`src/sv/assert_macros.svh`:
```
// ----------------------------------------------------------------------------
// Assertion macros
// Shared concurrent assertion forms, clocked by clk and disabled in reset.
// ----------------------------------------------------------------------------
`ifndef ASSERT_MACROS_SVH
`define ASSERT_MACROS_SVH

// Consequent holds in the same cycle as the antecedent.
`define ECE_ASSERT_NOW(lbl, ante, cons, msg) \
	lbl: assert property (@(posedge clk) disable iff (!arst_n) (ante) |-> (cons)) \
	else $error(msg);

// Consequent holds in the cycle after the antecedent.
`define ECE_ASSERT_NEXT(lbl, ante, cons, msg) \
	lbl: assert property (@(posedge clk) disable iff (!arst_n) (ante) |=> (cons)) \
	else $error(msg);

// Consequent holds after a delay of dly from the antecedent.
`define ECE_ASSERT_DLY(lbl, ante, dly, cons, msg) \
	lbl: assert property (@(posedge clk) disable iff (!arst_n) (ante) |-> ##(dly) (cons)) \
	else $error(msg);

`endif

```
`src/sv/ece_pkg.sv`:
```
// ----------------------------------------------------------------------------
// Easing curve evaluator package
// Shared types, formats and polynomial coefficients.
// ----------------------------------------------------------------------------
package ece_pkg;

	localparam int FRAC_BITS = 16;
	localparam int FIELD_W   = FRAC_BITS + 2;
	localparam int T_W       = FRAC_BITS + 1;
	localparam logic [T_W-1:0] ONE = T_W'(1) << FRAC_BITS;

	typedef enum logic [2:0] {
		MODE_LINEAR  = 3'd0,
		MODE_IN      = 3'd1,
		MODE_OUT     = 3'd2,
		MODE_INOUT   = 3'd3,
		MODE_BOUNCE  = 3'd4,
		MODE_ELASTIC = 3'd5
	} mode_t;

	localparam int Q_W = 19;

	typedef struct packed {
		logic [T_W-1:0] t;
		mode_t          mode;
		logic [Q_W-1:0] q;
	} que_entry_t;

	localparam logic [19:0] A_OFF  = 20'd147456;
	localparam logic [19:0] DIV3_M = 20'd699051;
	localparam logic [13:0] RFRAC1 = 14'd5461;
	localparam logic [13:0] RFRAC2 = 14'd10922;

	localparam int QDEPTH = 4;
	localparam int QPTR_W = $clog2(QDEPTH);
	localparam int QCNT_W = QPTR_W + 1;

	localparam int BACK_STAGES = 10;

	localparam logic [30:0] IONE = 31'h4000_0000;
	localparam logic [30:0] EXP_C0 = 31'd16377;
	localparam logic [30:0] EXP_C [0:6] = '{
		31'd165394, 31'd1431680, 31'd10327387, 31'd59597083,
		31'd257941248, 31'd744261118, 31'h4000_0000
	};
	localparam logic [30:0] SIN_C0 = 31'd172271;
	localparam logic [30:0] SIN_C [0:3] = '{
		31'd5026995, 31'd85569306, 31'd693598669, 31'd1686629713
	};

endpackage

```
`src/sv/ece_queue.sv`:
```
// ----------------------------------------------------------------------------
// Easing request queue
// Short first-in first-out buffer between the front end and the back end.
// ----------------------------------------------------------------------------
`include "assert_macros.svh"

module ece_queue (
	input  logic                  clk,
	input  logic                  arst_n,
	input  logic                  push,
	input  ece_pkg::que_entry_t   wr_ent,
	input  logic                  pop,
	output ece_pkg::que_entry_t   rd_ent,
	output logic                  full,
	output logic                  empty
);

	ece_pkg::que_entry_t              mem_q [0:ece_pkg::QDEPTH-1];
	logic [ece_pkg::QPTR_W-1:0]       wr_q;
	logic [ece_pkg::QPTR_W-1:0]       rd_q;
	logic [ece_pkg::QCNT_W-1:0]       cnt_q;

	assign full   = (cnt_q == ece_pkg::QCNT_W'(ece_pkg::QDEPTH));
	assign empty  = (cnt_q == '0);
	assign rd_ent = mem_q[rd_q];

	always_ff @(posedge clk) begin
		if (push) begin
			mem_q[wr_q] <= wr_ent;
		end
	end

	always_ff @(posedge clk or negedge arst_n) begin
		if (!arst_n) begin
			wr_q  <= '0;
			rd_q  <= '0;
			cnt_q <= '0;
		end else begin
			if (push) begin
				wr_q <= wr_q + 1'b1;
			end
			if (pop) begin
				rd_q <= rd_q + 1'b1;
			end
			if (push && !pop) begin
				cnt_q <= cnt_q + 1'b1;
			end else if (pop && !push) begin
				cnt_q <= cnt_q - 1'b1;
			end
		end
	end

	`ECE_ASSERT_NOW(a_no_overflow, push, !full, "push into a full queue")
	`ECE_ASSERT_NOW(a_no_underflow, pop, !empty, "pop from an empty queue")
	`ECE_ASSERT_NEXT(a_cnt_drop, pop && !push, cnt_q == $past(cnt_q) - 1'b1, "count did not drop")

endmodule

```
`config.mk`:
```
export PLATFORM = sky130hd
export DESIGN_NAME = ece_queue
export DESIGN_NICKNAME = d
export VERILOG_FILES = /design/src/sv/ece_pkg.sv /design/src/sv/ece_queue.sv
export VERILOG_INCLUDE_DIRS = /design/src /design/src/sv
export SDC_FILE = /design/constraint.sdc
export NUM_CORES = 1
export LEC_CHECK = 0
export ABC_AREA = 1
export ABC_CLOCK_PERIOD_IN_PS = 1750
export BUFFER_PORTS_ARGS = -buffer_cell sky130_fd_sc_hd__buf_2
export CELL_PAD_IN_SITES_DETAIL_PLACEMENT = 2
export CELL_PAD_IN_SITES_GLOBAL_PLACEMENT = 2
export CORE_ASPECT_RATIO = 2
export CORE_MARGIN = 4
export CORE_UTILIZATION = 36
export DETAILED_ROUTE_END_ITERATION = 8
export PLACE_DENSITY_LB_ADDON = 0.1
export SYNTH_ARGS = -nofsm -noshare
export SYNTH_HDL_FRONTEND = slang
export SYNTH_SLANG_ARGS = --single-unit
```
`constraint.sdc`:
```
create_clock -name clk -period 1.75 [get_ports clk]
set_input_delay 0.175 -clock clk [delete_from_list [all_inputs] [get_ports clk]]
set_output_delay 0.175 -clock clk [all_outputs]
set_load 0.005 [all_outputs]
```
### Word level (Yosys, flattened, before mapping)

Memories as Yosys holds them, arrays and structs flattened.
Cells that the tools add are included.

| word-level totals | value |
|---|---|
| memories | 1 |
| bits of input ports | 43 |
| register bits after elaboration | 7 |
| word-level logic and storage cells | 19 |
| bits in writable memories | 156 |
| output and inout bits | 41 |

Memories:

| memory | words | width | read ports | clocked after memory_dff | write ports | RTL line | RTL |
|---|---|---|---|---|---|---|---|
| mem_q | 4 | 39 | 1 | 0 | 1 | ece_queue.sv:18 | `ece_pkg::que_entry_t mem_q [0:ece_pkg::QDEPTH-1];` |

| operators by class | value |
|---|---|
| mux-type cells | 4 |
| equality and inequality tests | 1 |
| reduce and logical (&&, ||, !) cells | 6 |
| add/subtract/negate cells | 4 |

Operators with widths:

| operator | count |
|---|---|
| $mux 3 | 2 |
| $add 2x1->2 const B | 2 |
| $add 3x1->3 const B | 1 |
| $eq 3x3->1 const B | 1 |
| $logic_not 3->1 | 1 |
| $sub 3x1->3 const B | 1 |
| $logic_and 1x1->1 | 2 |
| $logic_not 1->1 | 2 |
| $mux 1 | 2 |
| $reduce_bool 2->1 | 1 |

### Logic depth before layout (Yosys ltp)

| logic depth | value |
|---|---|
| word-level depth | 4 |
| depth in mapped cells | 9 |
| gate-level depth less buffers | 9 |

### Worst setup path after synthesis

OpenSTA, ideal clock, no wires.

| timing | value |
|---|---|
| path type | reg2reg |
| start | register wr_q[0] (netlist bit) |
| end | memory mem_q[2][0] (netlist bit) (enable) |
| data required time | 1356 ps |
| period minus slack after synthesis | 1826 ps |
| path slack | -76 ps |
| path buffers | 0 |
| library setup time | 394 ps |
| stages on the path, launching flop included | 5 |
| arrival | 1432 ps |
| cell sequence | dfrtp_1 > inv_1 > ha_1 > nand2_1 > inv_1 |

RTL lines:

| item | RTL line | RTL |
|---|---|---|
| start, declared | ece_queue.sv:19 | `logic [ece_pkg::QPTR_W-1:0] wr_q;` |
| start signal, assigned | ece_queue.sv:40 | `wr_q <= wr_q + 1'b1;` |
| end, declared | ece_queue.sv:18 |  |

Straight into the memory's write port.

==> metrics.md <==
| Metric | Value |
|---|---|
| Outcome | `finished, violations left` |
| Failing checks | `setup timing` |
| Min-delay src | `wr_ent[27]` |
| Die area | `21300 um^2` |
| Reg power frac | `39.8%` |
| Tot Pwr | `13.6 mW` |
| Mean Syn Cell Area | `13.5 um^2` |
| CTS Root Cell | `clkbuf_16` |
| Hold WS | `0.0211 ns` |
| Critical path type | `reg2out` |
| Initial antenna violation count | `0` |
| Vias/cell | `4.69` |
| WHS Endpoint | `mem_q[2][27]` |
| Crit path from | `rd_q[0]` |
| Core area | `18500 um^2` |
| Worst-Margin Slew | `0.300 ns` |
| Layout area overhead | `24.5%` |
| Post-CTS Setup Inserts | `0` |
| Num rows | `70` |
| DRT Wirelength | `16200 um` |
| Synth cell types | `18` |
| Hold path depth | `1` |
| Syn Inst Count | `503` |
| Die outline height | `202 um` |
| PwrDens | `1600 nW/um^2` |
| Setup Viol. Count Final | `13` |
| Drt drc | `0` |
| Hold Vio Cnt, Final | `0` |
| Die Width | `105 um` |
| Post-route ant nets | `0` |
| Syn_nets | `552` |
| Post-Synth Adder-Cell Area | `1.21%` |
| Cells on worst reg2reg path | `5` |
| CP Capture Type | `primary output` |
| I/O Pins | `84` |
| Max Fanout on Critical Path | `48` |
| Slew margin rel. | `80.0%` |
| Sequential fraction of the synthesis area | `71.4%` |
| Main combinational cell family by area after synthesis | `compound AO/OA/AOI/OAI gates` |
| Post-route cell area | `8470 um^2` |
| P_leak | `3.41 nW` |
| Share of cells above drive strength 1 | `25.7%` |
| Critical Path AT | `1.61 ns` |
| Worst setup margin | `-0.0390 ns` |
| First-pass GRT wire length | `25900 um` |
| DRT Pass-1 Iters | `4` |
| Max Cap Viol | `0` |
| RD Place Congestion | `0.690` |
| RR Startpoint | `wr_q[0]` |
| XOR/XNOR share of the synthesized area | `0.515%` |
| Comb pwr share | `35.4%` |
| Ys Warns | `0` |
| Hpwl dp | `10100 um` |
| Power Internal | `8.82 mW` |
| Register-to-Register Setup Slack | `0.30 ns` |
| Clock tree from TritonCTS | `yes` |
| Latest clock arrival within the worst-skew pair | `0.42 ns` |
| Placed inst area | `7520 um^2` |
| Pin count of the biggest net entering global routing | `49` |
| Peak VDD IR | `0.855 mV` |
| CTS H-tree lvls | `4` |
| CTS sink cnt | `163` |
| Longest Clk Path Bufs | `2` |
| Port-buffer cells | `83` |
| Nets@finish | `679` |
| Post-synthesis compound-gate area fraction | `11.0%` |
| Worst hold path type | `in2reg` |
| Synthesized flop and latch total | `163` |
| Worst-path clk slew | `0.06 ns` |
| Antenna diodes | `0` |
| TritonCTS Buffers | `17` |
| Critical Path RT | `1.57 ns` |
| NetSw | `4.78 mW` |
| Max Slew Vio Count | `0` |
| Tcrit/Tclk final | `102%` |
| Via count | `4199` |
| Total GRT Usage | `15.9%` |
| Reg2reg end | `mem_q[0][12]` |
| RSZ-0062 raised after global routing | `true` |
| Multiplexer share of the synthesized area | `0%` |
| Tmin final | `1.79 ns` |
| WL per Instance | `18.1 um` |
| Clock share of power | `24.8%` |
| Vias in the first global route | `4905` |
| Sw frac | `35.1%` |
| Total gr overflow | `0` |
| FMAX | `559 MHz` |
| Starting Density | `36.8%` |
| Initial drt markers | `114` |
| Simple-gate share of the synthesized area | `7.48%` |
| Crit path launch type | `flip-flop` |
| Layout Skew | `0.00626 ns` |
| Mapped cell area | `6800 um^2` |
==> flip-flops by register name, indices dropped and copies added, names as in the netlist <==
name   cells
mem_q    156
cnt_q      3
wr_q       2
rd_q       2
==> critical path: stages (launching register included) <==
cell and delay (ns):
dfrtp_4 0.53, buf_12 0.20, o211ai_1 0.21, nand2_1 0.10, buf_2 0.14
==> logic make-up after synthesis <==
| logic type | Yosys count |
|---|---|
| fa+ha+maj | 6 |
| compound gates | 79 |
| buf+inv | 117 |
| xor+xnor | 4 |
| flops | 163 |
| simple gates | 134 |
==> metal layers <==
layer / track usage [%] / share of wire [%] / vias to the layer above
met1: 16.3 / 37 / 2134
met5: 0 / 0 / -
met4: 5.07 / 1.2 / 0
li1: - / - / 1988
met2: 31.4 / 59 / 65
met3: 3.00 / 2.9 / 12
==> cell type report <==
class	count	area, um^2
clock inverter	15	110
inverter	90	349
fill	1849	10000
timing repair buffer	135	1030
multi-input combinational	223	1380
tap	252	315
clock buffer	17	425
sequential	163	4860
==> worst max path at each step <==
stage	endpoint	slack, ns
2_1_floorplan	mem_q[3][0]	0.008
3_3_place_gp	mem_q[0][7]	0.34
3_5_place_dp	cnt_q[2]	0.27
4_1_cts	rd_ent[10]	-0.09
5_1_grt	rd_ent[17]	-0.15
6_report	rd_ent[22]	-0.04
==> through the flow <==
step	TNS (ns)	setup WS (ns)	instances	util (%)
floorplan	0	0.00817	503	-
global placement	0	0.345	823	40.7
detailed placement	0	0.269	823	40.7
CTS	-1.12	-0.0914	894	45.8
global route	-3.18	-0.149	895	45.8
finish	-0.229	-0.0390	895	45.8
==> placed cells by master, fill, tap and decap left out, drive strengths merged <==
cell type / instances
o21ai: 1
edfxtp: 156
buf: 95
dlygate4sd3: 40
inv: 90
clkbuf: 17
o211ai: 78
clkinvlp: 8
ha: 5
nand3: 1
fa: 1
xor2: 3
nand4: 1
nor3: 2
nand2: 130
dfrtp: 7
clkinv: 7
xnor2: 1
==> synth_stat cells <==
library cell	instances	share of area, %
buf_2	6	0.44
inv_1	90	5.0
nand4_1	1	0.092
ha_1	5	0.92
o21ai_1	1	0.073
xor2_1	3	0.39
o211ai_2	32	5.9
xnor2_1	1	0.13
nor3_1	2	0.15
clkbuf_1	4	0.22
dfrtp_1	7	2.6
edfxtp_1	156	69
fa_1	1	0.29
nand3_1	1	0.073
o211ai_1	46	5.1
buf_6	15	2.5
buf_4	2	0.22
nand2_1	130	7.2
==> what timing repair did <==
action                                  4_1_cts  5_1_grt
resized for setup                             3        0
hold buffers                                 39        1
endpoints found under the setup margin       35       39
pin swaps                                    17        3
hold endpoints to repair                    155        4
==> power by group through the flow <==
stage               Sequential, mW  Combinational [mW]  Clock (mW)
CTS                           5.43                5.03        3.46
finish                        5.42                4.81        3.37
global route                  5.48                5.42        3.63
detailed placement            5.51                4.89           0
global placement              5.45                4.71           0
floorplan                     5.39                3.09           0
(Power assumes the default switching activity.)
